File: src/cdd_pkg.sv
`timescale 1ns / 1ps
// ----------------------------------------------------------------------------
// Central difference derivative package
// Shared widths and register index codes for the derivative block.
// ----------------------------------------------------------------------------
package cdd_pkg;

   localparam int SAMPLE_WIDTH = 32;
   localparam int FRAC_BITS    = 16;

   // Differences of two samples or positions need one bit more.
   localparam int DIFF_W = SAMPLE_WIDTH + 1;
   // Scaled numerator, remainder and step counter of the divider.
   localparam int NUM_W  = DIFF_W + FRAC_BITS;
   localparam int REM_W  = DIFF_W + 1;
   localparam int CNT_W  = $clog2(NUM_W);

   localparam int CSR_INDEX_W = 1;

   typedef enum logic [CSR_INDEX_W-1:0] {
      CSR_UNIFORM_MODE = 1'b0,
      CSR_AXIS_STEP    = 1'b1
   } csr_index_type;

   localparam logic signed [SAMPLE_WIDTH-1:0] AXIS_STEP_RESET =
      SAMPLE_WIDTH'(1 << FRAC_BITS);

endpackage

File: src/cdd_req_if.sv
`timescale 1ns / 1ps
// ----------------------------------------------------------------------------
// Derivative request channel
// Valid/ready channel that carries one point of a series per item.
// ----------------------------------------------------------------------------
interface cdd_req_if;

   logic                                    valid;
   logic                                    ready;
   logic signed [cdd_pkg::SAMPLE_WIDTH-1:0] sample;
   logic signed [cdd_pkg::SAMPLE_WIDTH-1:0] position;
   logic                                    last_point;

   modport source (output valid, output sample, output position, output last_point,
                   input ready);
   modport sink (input valid, input sample, input position, input last_point,
                 output ready);

endinterface

File: src/cdd_rsp_if.sv
`timescale 1ns / 1ps
// ----------------------------------------------------------------------------
// Derivative response channel
// Valid/ready channel that carries one derivative with its status flags.
// ----------------------------------------------------------------------------
interface cdd_rsp_if;

   logic                                    valid;
   logic                                    ready;
   logic signed [cdd_pkg::SAMPLE_WIDTH-1:0] slope;
   logic                                    zero_divide;
   logic                                    saturated;
   logic                                    too_short;
   logic                                    series_end;

   modport source (output valid, output slope, output zero_divide, output saturated,
                   output too_short, output series_end, input ready);
   modport sink (input valid, input slope, input zero_divide, input saturated,
                 input too_short, input series_end, output ready);

endinterface

File: src/central_difference_derivative.sv
`timescale 1ns / 1ps
// ----------------------------------------------------------------------------
// Central difference derivative
// Streaming derivative of a sampled curve in signed Q16.16.
//
// Each req item is one point of a series, the final point marked by
// last_point. Interior points get the central difference, the first point
// the forward and the final point the backward difference. A derivative
// leaves on rsp once its right-hand neighbor has arrived, so one item gives
// zero, one or two rsp items. The csr port selects uniform mode and the
// constant axis step; write it only while the block is idle.
// The first point of a series is only stored unless it also ends it.
// Every derivative runs through one shared radix-2 restoring divider of 49
// steps; req.ready stays low while a later point is worked on, and the final
// point runs the divider twice. A zero denominator skips the divider.
// Results pass through an output register: the next item is accepted while
// a result waits there, and a stalled rsp side only holds the block once a
// second result is ready. Synchronous reset empties the series, clears the
// output register and restores uniform_mode to 0 and axis_step to 1.0.
// ----------------------------------------------------------------------------
module central_difference_derivative (
   input  logic                                 clock,
   input  logic                                 reset,
   cdd_req_if.sink                              req,
   cdd_rsp_if.source                            rsp,
   input  logic                                 csr_write_enable,
   input  logic [cdd_pkg::CSR_INDEX_W-1:0]      csr_index,
   input  logic [cdd_pkg::SAMPLE_WIDTH-1:0]     csr_write_data
);

   typedef enum logic [2:0] {
      S_IDLE,
      S_LOAD,
      S_DIV,
      S_FIN,
      S_EMIT
   } state_type;

   state_type                                  state_ff;

   logic                                       uniform_mode_ff;
   logic signed [cdd_pkg::SAMPLE_WIDTH-1:0]    axis_step_ff;

   logic signed [cdd_pkg::SAMPLE_WIDTH-1:0]    older_sample_ff;
   logic signed [cdd_pkg::SAMPLE_WIDTH-1:0]    newer_sample_ff;
   logic signed [cdd_pkg::SAMPLE_WIDTH-1:0]    older_position_ff;
   logic signed [cdd_pkg::SAMPLE_WIDTH-1:0]    newer_position_ff;
   logic [1:0]                                 points_seen_ff;

   logic signed [cdd_pkg::DIFF_W-1:0]          dy_ff;
   logic signed [cdd_pkg::DIFF_W-1:0]          dx_ff;
   logic signed [cdd_pkg::DIFF_W-1:0]          dyb_ff;
   logic signed [cdd_pkg::DIFF_W-1:0]          dxb_ff;
   logic                                       have_b_ff;
   logic                                       end_ff;

   logic                                       neg_ff;
   logic [cdd_pkg::DIFF_W-1:0]                 d_ff;
   logic [cdd_pkg::NUM_W-1:0]                  num_ff;
   logic [cdd_pkg::REM_W-1:0]                  rem_ff;
   logic [cdd_pkg::SAMPLE_WIDTH-1:0]           q_ff;
   logic                                       ovf_ff;
   logic [cdd_pkg::CNT_W-1:0]                  cnt_ff;

   logic signed [cdd_pkg::SAMPLE_WIDTH-1:0]    res_slope_ff;
   logic                                       res_zero_divide_ff;
   logic                                       res_saturated_ff;
   logic                                       res_too_short_ff;
   logic                                       res_series_end_ff;

   logic                                       rsp_valid_ff;
   logic signed [cdd_pkg::SAMPLE_WIDTH-1:0]    rsp_slope_ff;
   logic                                       rsp_zero_divide_ff;
   logic                                       rsp_saturated_ff;
   logic                                       rsp_too_short_ff;
   logic                                       rsp_series_end_ff;

   logic                                       accept;
   logic                                       out_free;
   logic signed [cdd_pkg::DIFF_W-1:0]          dy_one_in;
   logic signed [cdd_pkg::DIFF_W-1:0]          dy_cen_in;
   logic signed [cdd_pkg::DIFF_W-1:0]          dx_one_in;
   logic signed [cdd_pkg::DIFF_W-1:0]          dx_cen_in;
   logic [cdd_pkg::DIFF_W-1:0]                 dy_mag_in;
   logic [cdd_pkg::DIFF_W-1:0]                 dx_mag_in;
   logic [cdd_pkg::REM_W-1:0]                  rem_shift;
   logic                                       quot_bit;
   logic [cdd_pkg::REM_W-1:0]                  rem_in;
   logic [cdd_pkg::SAMPLE_WIDTH-1:0]           lim;
   logic                                       sat_in;
   logic [cdd_pkg::SAMPLE_WIDTH-1:0]           mag;
   logic signed [cdd_pkg::SAMPLE_WIDTH-1:0]    slope_in;

   assign req.ready = (state_ff == S_IDLE);
   assign accept    = req.valid && req.ready;
   assign out_free  = !rsp_valid_ff || rsp.ready;

   assign rsp.valid       = rsp_valid_ff;
   assign rsp.slope       = rsp_slope_ff;
   assign rsp.zero_divide = rsp_zero_divide_ff;
   assign rsp.saturated   = rsp_saturated_ff;
   assign rsp.too_short   = rsp_too_short_ff;
   assign rsp.series_end  = rsp_series_end_ff;

   // Differences of the new point against the two previous points.
   always_comb begin
      dy_one_in = cdd_pkg::DIFF_W'(req.sample) - cdd_pkg::DIFF_W'(newer_sample_ff);
      dy_cen_in = cdd_pkg::DIFF_W'(req.sample) - cdd_pkg::DIFF_W'(older_sample_ff);
      if (uniform_mode_ff) begin
         dx_one_in = cdd_pkg::DIFF_W'(axis_step_ff);
         dx_cen_in = $signed({axis_step_ff, 1'b0});
      end else begin
         dx_one_in = cdd_pkg::DIFF_W'(req.position) - cdd_pkg::DIFF_W'(newer_position_ff);
         dx_cen_in = cdd_pkg::DIFF_W'(req.position) - cdd_pkg::DIFF_W'(older_position_ff);
      end
   end

   assign dy_mag_in = dy_ff[cdd_pkg::DIFF_W-1] ? cdd_pkg::DIFF_W'(-dy_ff)
                                               : cdd_pkg::DIFF_W'(dy_ff);
   assign dx_mag_in = dx_ff[cdd_pkg::DIFF_W-1] ? cdd_pkg::DIFF_W'(-dx_ff)
                                               : cdd_pkg::DIFF_W'(dx_ff);

   // One restoring division step.
   always_comb begin
      rem_shift = {rem_ff[cdd_pkg::REM_W-2:0], num_ff[cdd_pkg::NUM_W-1]};
      quot_bit  = (rem_shift >= cdd_pkg::REM_W'(d_ff));
      rem_in    = quot_bit ? rem_shift - cdd_pkg::REM_W'(d_ff) : rem_shift;
   end

   // Saturation and sign of the finished quotient.
   always_comb begin
      lim      = (cdd_pkg::SAMPLE_WIDTH'(1) << (cdd_pkg::SAMPLE_WIDTH - 1))
                 - cdd_pkg::SAMPLE_WIDTH'(!neg_ff);
      sat_in   = ovf_ff || (q_ff > lim);
      mag      = sat_in ? lim : q_ff;
      slope_in = neg_ff ? $signed(-mag) : $signed(mag);
   end

   always_ff @(posedge clock) begin
      if (reset) begin
         uniform_mode_ff <= 1'b0;
         axis_step_ff    <= cdd_pkg::AXIS_STEP_RESET;
      end else if (csr_write_enable) begin
         case (cdd_pkg::csr_index_type'(csr_index))
            cdd_pkg::CSR_UNIFORM_MODE: uniform_mode_ff <= csr_write_data[0];
            cdd_pkg::CSR_AXIS_STEP:    axis_step_ff    <= $signed(csr_write_data);
            default: begin
            end
         endcase
      end
   end

   always_ff @(posedge clock) begin
      if (reset) begin
         state_ff       <= S_IDLE;
         points_seen_ff <= 2'd0;
         have_b_ff      <= 1'b0;
         rsp_valid_ff   <= 1'b0;
      end else begin
         if (rsp_valid_ff && rsp.ready && state_ff != S_EMIT) begin
            rsp_valid_ff <= 1'b0;
         end
         case (state_ff)
            S_IDLE: begin
               if (accept) begin
                  if (points_seen_ff == 2'd0) begin
                     newer_sample_ff   <= req.sample;
                     newer_position_ff <= req.position;
                     if (req.last_point) begin
                        res_slope_ff       <= '0;
                        res_zero_divide_ff <= 1'b0;
                        res_saturated_ff   <= 1'b0;
                        res_too_short_ff   <= 1'b1;
                        res_series_end_ff  <= 1'b1;
                        have_b_ff          <= 1'b0;
                        state_ff           <= S_EMIT;
                     end else begin
                        points_seen_ff <= 2'd1;
                     end
                  end else begin
                     if (points_seen_ff == 2'd1) begin
                        dy_ff <= dy_one_in;
                        dx_ff <= dx_one_in;
                     end else begin
                        dy_ff <= dy_cen_in;
                        dx_ff <= dx_cen_in;
                     end
                     dyb_ff    <= dy_one_in;
                     dxb_ff    <= dx_one_in;
                     have_b_ff <= req.last_point;
                     end_ff    <= 1'b0;
                     state_ff  <= S_LOAD;
                     if (req.last_point) begin
                        points_seen_ff <= 2'd0;
                     end else begin
                        older_sample_ff   <= newer_sample_ff;
                        older_position_ff <= newer_position_ff;
                        newer_sample_ff   <= req.sample;
                        newer_position_ff <= req.position;
                        points_seen_ff    <= 2'd2;
                     end
                  end
               end
            end
            S_LOAD: begin
               neg_ff <= dy_ff[cdd_pkg::DIFF_W-1] ^ dx_ff[cdd_pkg::DIFF_W-1];
               d_ff   <= dx_mag_in;
               num_ff <= {dy_mag_in, {cdd_pkg::FRAC_BITS{1'b0}}};
               rem_ff <= '0;
               q_ff   <= '0;
               ovf_ff <= 1'b0;
               cnt_ff <= cdd_pkg::CNT_W'(cdd_pkg::NUM_W - 1);
               if (dx_ff == '0) begin
                  res_slope_ff       <= '0;
                  res_zero_divide_ff <= 1'b1;
                  res_saturated_ff   <= 1'b0;
                  res_too_short_ff   <= 1'b0;
                  res_series_end_ff  <= end_ff;
                  state_ff           <= S_EMIT;
               end else begin
                  state_ff <= S_DIV;
               end
            end
            S_DIV: begin
               num_ff <= {num_ff[cdd_pkg::NUM_W-2:0], 1'b0};
               rem_ff <= rem_in;
               q_ff   <= {q_ff[cdd_pkg::SAMPLE_WIDTH-2:0], quot_bit};
               ovf_ff <= ovf_ff | q_ff[cdd_pkg::SAMPLE_WIDTH-1];
               cnt_ff <= cnt_ff - cdd_pkg::CNT_W'(1);
               if (cnt_ff == '0) begin
                  state_ff <= S_FIN;
               end
            end
            S_FIN: begin
               res_slope_ff       <= slope_in;
               res_zero_divide_ff <= 1'b0;
               res_saturated_ff   <= sat_in;
               res_too_short_ff   <= 1'b0;
               res_series_end_ff  <= end_ff;
               state_ff           <= S_EMIT;
            end
            S_EMIT: begin
               if (out_free) begin
                  rsp_valid_ff       <= 1'b1;
                  rsp_slope_ff       <= res_slope_ff;
                  rsp_zero_divide_ff <= res_zero_divide_ff;
                  rsp_saturated_ff   <= res_saturated_ff;
                  rsp_too_short_ff   <= res_too_short_ff;
                  rsp_series_end_ff  <= res_series_end_ff;
                  if (have_b_ff) begin
                     dy_ff     <= dyb_ff;
                     dx_ff     <= dxb_ff;
                     end_ff    <= 1'b1;
                     have_b_ff <= 1'b0;
                     state_ff  <= S_LOAD;
                  end else begin
                     state_ff <= S_IDLE;
                  end
               end
            end
            default: begin
               state_ff <= S_IDLE;
            end
         endcase
      end
   end

   // An item that starts a derivative or ends a one-point series leaves the block busy.
   assert property (@(posedge clock) disable iff (reset)
      (accept && (points_seen_ff != 2'd0 || req.last_point)) |=> !req.ready)
      else $error("req.ready high right after an item that needs work");

   // The divider counts down one step per cycle.
   assert property (@(posedge clock) disable iff (reset)
      (state_ff == S_DIV && cnt_ff != '0) |=>
         (state_ff == S_DIV && cnt_ff == $past(cnt_ff) - cdd_pkg::CNT_W'(1)))
      else $error("divider step count out of sequence");

   assert property (@(posedge clock) disable iff (reset)
      (state_ff == S_DIV && cnt_ff == '0) |=> state_ff == S_FIN)
      else $error("divider did not finish after its last step");

   // A result appears on rsp only when the sequencer hands one over.
   assert property (@(posedge clock) disable iff (reset)
      (state_ff != S_EMIT && !rsp_valid_ff) |=> !rsp_valid_ff)
      else $error("rsp.valid rose without a finished result");

endmodule
File: src/flat_wrapper.sv
// flat-port wrapper written by rule: the top's interface ports become plain ports
module central_difference_derivative_flat 
  (clock, reset, csr_write_enable, csr_index, csr_write_data, req_valid, req_sample, req_position, req_last_point, req_ready, rsp_valid, rsp_slope, rsp_zero_divide, rsp_saturated, rsp_too_short, rsp_series_end, rsp_ready);
  cdd_req_if req_i ();
  cdd_rsp_if rsp_i ();
  input  logic clock;
  input  logic reset;
  input  logic csr_write_enable;
  input  logic [cdd_pkg::CSR_INDEX_W-1:0] csr_index;
  input  logic [cdd_pkg::SAMPLE_WIDTH-1:0] csr_write_data;
  input wire logic [$bits(req_i.valid)-1:0] req_valid;
  input wire logic [$bits(req_i.sample)-1:0] req_sample;
  input wire logic [$bits(req_i.position)-1:0] req_position;
  input wire logic [$bits(req_i.last_point)-1:0] req_last_point;
  output wire logic [$bits(req_i.ready)-1:0] req_ready;
  output wire logic [$bits(rsp_i.valid)-1:0] rsp_valid;
  output wire logic [$bits(rsp_i.slope)-1:0] rsp_slope;
  output wire logic [$bits(rsp_i.zero_divide)-1:0] rsp_zero_divide;
  output wire logic [$bits(rsp_i.saturated)-1:0] rsp_saturated;
  output wire logic [$bits(rsp_i.too_short)-1:0] rsp_too_short;
  output wire logic [$bits(rsp_i.series_end)-1:0] rsp_series_end;
  input wire logic [$bits(rsp_i.ready)-1:0] rsp_ready;
  assign req_i.valid = req_valid;
  assign req_i.sample = req_sample;
  assign req_i.position = req_position;
  assign req_i.last_point = req_last_point;
  assign req_ready = req_i.ready;
  assign rsp_valid = rsp_i.valid;
  assign rsp_slope = rsp_i.slope;
  assign rsp_zero_divide = rsp_i.zero_divide;
  assign rsp_saturated = rsp_i.saturated;
  assign rsp_too_short = rsp_i.too_short;
  assign rsp_series_end = rsp_i.series_end;
  assign rsp_i.ready = rsp_ready;
  central_difference_derivative u_core (.clock(clock), .reset(reset), .req(req_i), .rsp(rsp_i), .csr_write_enable(csr_write_enable), .csr_index(csr_index), .csr_write_data(csr_write_data));
endmodule
File: config.mk
export PLATFORM = sky130hd
export DESIGN_NAME = central_difference_derivative_flat
export DESIGN_NICKNAME = d
export VERILOG_FILES = /design/src/cdd_pkg.sv /design/src/cdd_req_if.sv /design/src/cdd_rsp_if.sv /design/src/central_difference_derivative.sv /design/src/flat_wrapper.sv
export SDC_FILE = /design/constraint.sdc
export NUM_CORES = 1
export LEC_CHECK = 0
export ABC_AREA = 0
export BUFFER_PORTS_ARGS = -buffer_cell sky130_fd_sc_hd__buf_2
export CAP_MARGIN = 20
export CORE_MARGIN = 5
export CORE_UTILIZATION = 68
export CTS_CLUSTER_DIAMETER = 60
export DETAILED_ROUTE_END_ITERATION = 12
export PLACE_DENSITY = 0.87
export SYNTH_ARGS = -nofsm -noshare
export SYNTH_HDL_FRONTEND = slang
export SYNTH_SLANG_ARGS = --single-unit
File: constraint.sdc
create_clock -name clock -period 13.3 [get_ports clock]
set_clock_uncertainty 0.2 [all_clocks]
set_input_delay 0.665 -clock clock [delete_from_list [all_inputs] [get_ports clock]]
set_output_delay 0.665 -clock clock [all_outputs]
set_load 0.005 [all_outputs]
Word-level counts from Yosys, hierarchy flattened:

Index checks and enable logic that the tools add are counted.

* $mul: 0
* $add $sub $neg: 10
* shift-type cells: 0
* magnitude comparators: 2
* reduce and logical (&&, ||, !) cells: 27
* eq/ne operators: 17
* bitwise operators: 6
* div/mod/pow operators: 0
* multiplexer cells: 69

Operator list (count)
* $mux W33: 14
* $mux W32: 11
* $pmux W33 S2: 3
* $sub A32 B32 Y33: 4
* $pmux W49 S2: 1
* $pmux W32 S3: 1
* $neg A33 Y33: 2
* $pmux W32 S2: 1
* $ge A34 B33 Y1: 1
* $logic_not A33 Y1: 1
* $sub A33 B33 Y33: 1
* $gt A32 B32 Y1: 1
* $neg A32 Y32: 1
* $sub A32 B1 Y32 const A: 1
* $mux W1: 20
* $mux W3: 6
* $reduce_and A4 Y1: 4
* $pmux W3 S5: 1
* $pmux W1 S3: 4
* $pmux W6 S2: 1
* $reduce_and A6 Y1: 2
* $ne A2 B1 Y1 const B: 5
* $ne A2 B2 Y1 const B: 5
* $reduce_and A2 Y1: 4
* 21 further kinds: 36

* register bits: 528
* output and inout bits: 38
* logic and storage cells: 164
* memories: 0
* input port bits: 103
* latch bits: 0
* bits in read-only memories: 0
* memory bits (writable): 0

Depth between registers and ports, before layout:

* depth after elaboration: 8
* mapped depth: 24

Least setup slack after synthesis:

OpenSTA, ideal clock, no wires.

* path type: input to register
* start point: input reset
* end point: register u_core.older_position_ff[0] (netlist name) (enable)
* library setup time: 648 ps
* required time: 12452 ps
* cell stages on the path: 2
* setup slack: 5351 ps
* data arrival time: 7101 ps
* cells stage by stage: clkbuf_1 > nor4_1

* longest elaborated chain between the ends: 2

RTL lines
* from (decl): RTL line flat_wrapper.sv:7 `input logic reset;`
* $not A1 Y1 (no source line)
* $reduce_and A5 Y1 (no source line)
* to (signal assigned): RTL line central_difference_derivative.sv:197 `older_position_ff <= newer_position_ff;`
* to (decl): RTL line central_difference_derivative.sv:46 `logic signed [cdd_pkg::SAMPLE_WIDTH-1:0] older_position_ff;`

Every way passes these cells.
A chain may end at the register's enable or synchronous reset.

Worst setup path after layout:

* start point: register u_core.neg_ff
* end point: register u_core.res_slope_ff[26] (netlist name), data pin

* longest elaborated chain between the ends: 8

RTL lines
* from (decl): RTL line central_difference_derivative.sv:57 `logic neg_ff;`
* from (signal assigned): RTL line central_difference_derivative.sv:206 `neg_ff <= dy_ff[cdd_pkg::DIFF_W-1] ^ dx_ff[cdd_pkg::DIFF_W-1];`
* $logic_not A1 Y1: RTL line central_difference_derivative.sv:133 `- cdd_pkg::SAMPLE_WIDTH'(!neg_ff);`
* $sub A32 B1 Y32: RTL line central_difference_derivative.sv:133
* $gt A32 B32 Y1: RTL line central_difference_derivative.sv:134 `sat_in = ovf_ff || (q_ff > lim);`
* $logic_or A1 B1 Y1: RTL line central_difference_derivative.sv:134
* $mux W32: RTL line central_difference_derivative.sv:135 `mag = sat_in ? lim : q_ff;`
* $neg A32 Y32: RTL line central_difference_derivative.sv:136 `slope_in = neg_ff ? $signed(-mag) : $signed(mag);`
* $mux W32 *: RTL line central_difference_derivative.sv:136
* $pmux W32 S3 *: RTL line central_difference_derivative.sv:163 `case (state_ff)`
* to (signal assigned): RTL line central_difference_derivative.sv:235 `res_slope_ff <= slope_in;`
* to (decl): RTL line central_difference_derivative.sv:65 `logic signed [cdd_pkg::SAMPLE_WIDTH-1:0] res_slope_ff;`

Every way passes the cells marked *; elsewhere a longest branch is shown, timed or not.

==> flow_summary.json <==
{
  "status": "completed",
  "coreArea_mm2": 0.04412,
  "clockPowerShare_pct": 36.9,
  "period_share_pct": 43.92,
  "async_flop_share_pct": 0,
  "crit_start": "u_core.neg_ff$_DFFE_PP_",
  "drt-initial-drc-count": 2427,
  "peakVddDrop_v": 0.0001088,
  "cp-start-kind": "flop",
  "synth-seq-cells": 512,
  "ys_warn_count": 0,
  "r2r_setup_slack_ns": 7.46,
  "p_sw_share_pct": 26.86,
  "max_slew.worst_pin.slew_ns": 1.219,
  "avgRoutedWirePerCell_um": 19.08,
  "synthDominantCellAreaShare_pct": 46.88,
  "mostFrequentLayoutCell": "edfxtp_1",
  "syn_nets": 3294,
  "insertion_delay_ns": 0.61,
  "drive_gt1_share_pct": 10.32,
  "syn-mean-instance-area_um2": 10.12,
  "ant_nets": 0,
  "synth_ff_type": "edfxtp_1",
  "worstPathRequired_ns": 13.41,
  "yosysUniqueCellTypes": 79,
  "n_fill_cell": 2941,
  "synth_edf_count": 472,
  "cp.arrival_ns": 5.95,
  "relSlewSlack_pct": 16.66,
  "boundaryPins": 141,
  "grt_antenna_before_repair": 0,
  "power_switching_mw": 1.086,
  "period_needed_ns": 5.841,
  "yosysTopAreaCell": "edfxtp_1",
  "reg2reg_from": "u_core.neg_ff$_DFFE_PP_",
  "cts_setup_buffers": 0,
  "setup_tns_ns": 0,
  "fmax_mhz": 171.2,
  "cts_tree": "built",
  "grt_max_degree": 90,
  "fp-row-count": 77,
  "setup_viol": 0,
  "holdBufCountCts": 0,
  "multi_input_area_mm2": 0.01410,
  "fin_hold_ws_ns": 0.05796,
  "rr_endpoint": "u_core.res_slope_ff[26]$_SDFFCE_PN0P_",
  "path_clk_slew_ns": 0.06,
  "r2r_cells": 18,
  "wl_met3_um": 5119,
  "chipHeight_um": 220.9,
  "die_w_um": 220.9,
  "clockBufferDepth": 3,
  "io_buffers": 140,
  "area_growth_pct": 10.36,
  "drc": 0,
  "cap_violations": 0,
  "critical_path_class": "reg -> reg",
  "finalNetCount": 3411,
  "grt_pass1_wl_um": 116400,
  "routabilityCongestion": 0.9714,
  "critPathCapture": "u_core.res_slope_ff[26]$_SDFFCE_PN0P_",
  "cp_max_fo": 66,
  "hpwlAfterDp_um": 50150,
  "final_max_slew_viol_count": 0,
  "met1_length_um": 29150,
  "viasPerCell": 6.338,
  "wl_met2_um": 34890,
  "cts_resized": 0,
  "intPower_mw": 2.957,
  "power_frac_comb_pct": 16.3,
  "antennaDiodeCount": 0,
  "grt_pass1_vias": 23398,
  "gr-total-overflow": 0,
  "htree_levels": 2,
  "cts_buffers": 54,
  "die-area_mm2": 0.04878,
  "rsz0062_at_grt": "no",
  "cts.sinks": 512,
  "dr.max_layer_used": "met4",
  "total_power_mw": 4.043,
  "end_kind": "flop",
  "hold_viol_final": 0,
  "start_util_pct": 68.52,
  "vias": 23712,
  "ctsRootBufferMaster": "clkbuf_16",
  "ys_top_cells_by_area": "edfxtp_1 (47%), ha_1 (8.2%), a21oi_1 (4.0%)",
  "min_path_type": "in -> reg",
  "cellPowerDensity_mw_per_mm2": 121.2,
  "totalWireLength_um": 71390,
  "grt_util_all_layers_pct": 28.29,
  "syn_area_mm2": 0.03023,
  "final_cell_mix": "edfxtp_1 (472), nand2_1 (317), a21oi_1 (240)",
  "synth_cells": 2987,
  "seq_power_share_pct": 46.8,
  "firstDrtPassIters": 7,
  "p_leak_nw": 13.11,
  "yosysSeqAreaShare_pct": 49.53,
  "register_area_mm2": 0.01498
}
[how the worst min path moves through the flow]
stage	startpoint	depth (start not counted)	to
2_1_floorplan	u_core.res_saturated_ff$_SDFFCE_PN0P_	0	u_core.rsp.saturated$_DFFE_PP_
3_3_place_gp	u_core.res_slope_ff[9]$_SDFFCE_PN0P_	0	u_core.rsp.slope[9]$_DFFE_PP_
3_5_place_dp	u_core.res_slope_ff[23]$_SDFFCE_PN0P_	0	u_core.rsp.slope[23]$_DFFE_PP_
4_1_cts	req_position[0]	1	u_core.newer_position_ff[0]$_DFFE_PP_
5_1_grt	req_position[0]	1	u_core.newer_position_ff[0]$_DFFE_PP_
6_report	req_position[0]	1	u_core.newer_position_ff[0]$_DFFE_PP_
[cells by family (layout without fill, tap and decap cells)]
family	count (synthesis)	after routing	share of synthesized area [%]
AOI/OAI and AO/OA	848	848	17.56
xor gates and xnor gates	182	182	5.273
adders and majority gates	204	204	8.567
buffers and inverters	319	481	4.018
DFF	512	512	49.53
muxes	33	33	1.142
and+or+nand+nor	889	889	13.91
[metal layers]
metal	global-route usage, %	up-vias
met3	3.671	171
met1	37.00	11313
met4	10.20	0
li1	-	11201
met2	48.94	1027
met5	0	-
[state kept, by name, indices dropped and copies added, names as in the netlist, 32 cells and up]
name	cells
u_core.axis_step_ff	32
u_core.d_ff	33
u_core.dx_ff	33
u_core.dxb_ff	33
u_core.dy_ff	33
u_core.dyb_ff	33
u_core.newer_position_ff	32
u_core.newer_sample_ff	32
u_core.num_ff	33
u_core.older_position_ff	32
u_core.older_sample_ff	32
u_core.q_ff	32
u_core.rem_ff	33
u_core.res_slope_ff	32
u_core.rsp.slope	32
[cells in the mapped netlist, types with 7 or more instances]
library cell / number
a31oi_1: 24
nor3b_1: 7
o21bai_1: 15
nor3_1: 65
mux2_2: 12
or3_1: 27
edfxtp_1: 472
and2_1: 11
a211oi_1: 35
a21oi_1: 242
or4_1: 7
o221a_2: 8
xor2_1: 73
a221oi_1: 8
o41ai_1: 14
nand2_1: 318
nor2_1: 199
nor2b_1: 42
o311ai_0: 9
mux2i_1: 21
o31a_1: 9
nand4_1: 23
and3_1: 48
inv_1: 208
o22ai_1: 9
dfxtp_1: 40
clkbuf_1: 98
nand2b_1: 40
buf_1: 8
or2_2: 14
nor4_1: 15
xnor2_1: 109
o211ai_1: 29
ha_1: 199
o21ai_0: 235
o21a_1: 39
o31ai_1: 34
a21o_1: 74
nand3_1: 49
[critical path, stage by stage, from the launching register on]
cell,delay (ns)
edfxtp_1,0.33
buf_4,0.53
inv_1,0.13
buf_4,0.27
ha_1,0.33
nand4_1,0.13
nor2_1,0.24
nand2_1,0.07
o21ai_0,0.26
a21o_1,0.89
nand2_1,0.15
o21ai_0,0.16
ha_1,0.60
nand2_1,0.18
nor2_1,0.20
nand2_1,0.11
or3_1,0.38
a211oi_1,0.28
nor3_1,0.08
[cell type report]
class / instances / share of cell area (%)
Timing Repair Buffer: 170 / 2.981
Clock buffer: 72 / 4.594
Clock inverter: 29 / 0.6825
Tap cell: 592 / 2.220
Multi-Input combinational cell: 2156 / 42.27
Sequential cell: 512 / 44.88
Inverter: 210 / 2.363
[metrics by stage]
step / instance area [um^2] / cells / utilization, % / setup slack (ns)
CTS: 33260 / 3736 / 75.37 / 7.542
global placement: 31500 / 3635 / 71.38 / 7.837
finish: 33360 / 3741 / 75.61 / 7.459
detailed placement: 31500 / 3635 / 71.38 / 7.515
global route: 33360 / 3741 / 75.61 / 6.963
floorplan: 30230 / 2987 / - / 5.351
[power groups by stage]
| stage | sequential [mW] | clock (mW) | combinational, mW |
|---|---|---|---|
| 6_report | 1.89 | 1.49 | 0.661 |
| 5_1_grt | 1.90 | 1.58 | 0.726 |
| 4_1_cts | 1.89 | 1.51 | 0.645 |
| 2_1_floorplan | 1.92 | 0 | 0.463 |
| 3_3_place_gp | 1.92 | 0 | 0.610 |
| 3_5_place_dp | 1.92 | 0 | 0.636 |
Note: power is estimated with default switching activity, not from simulation.
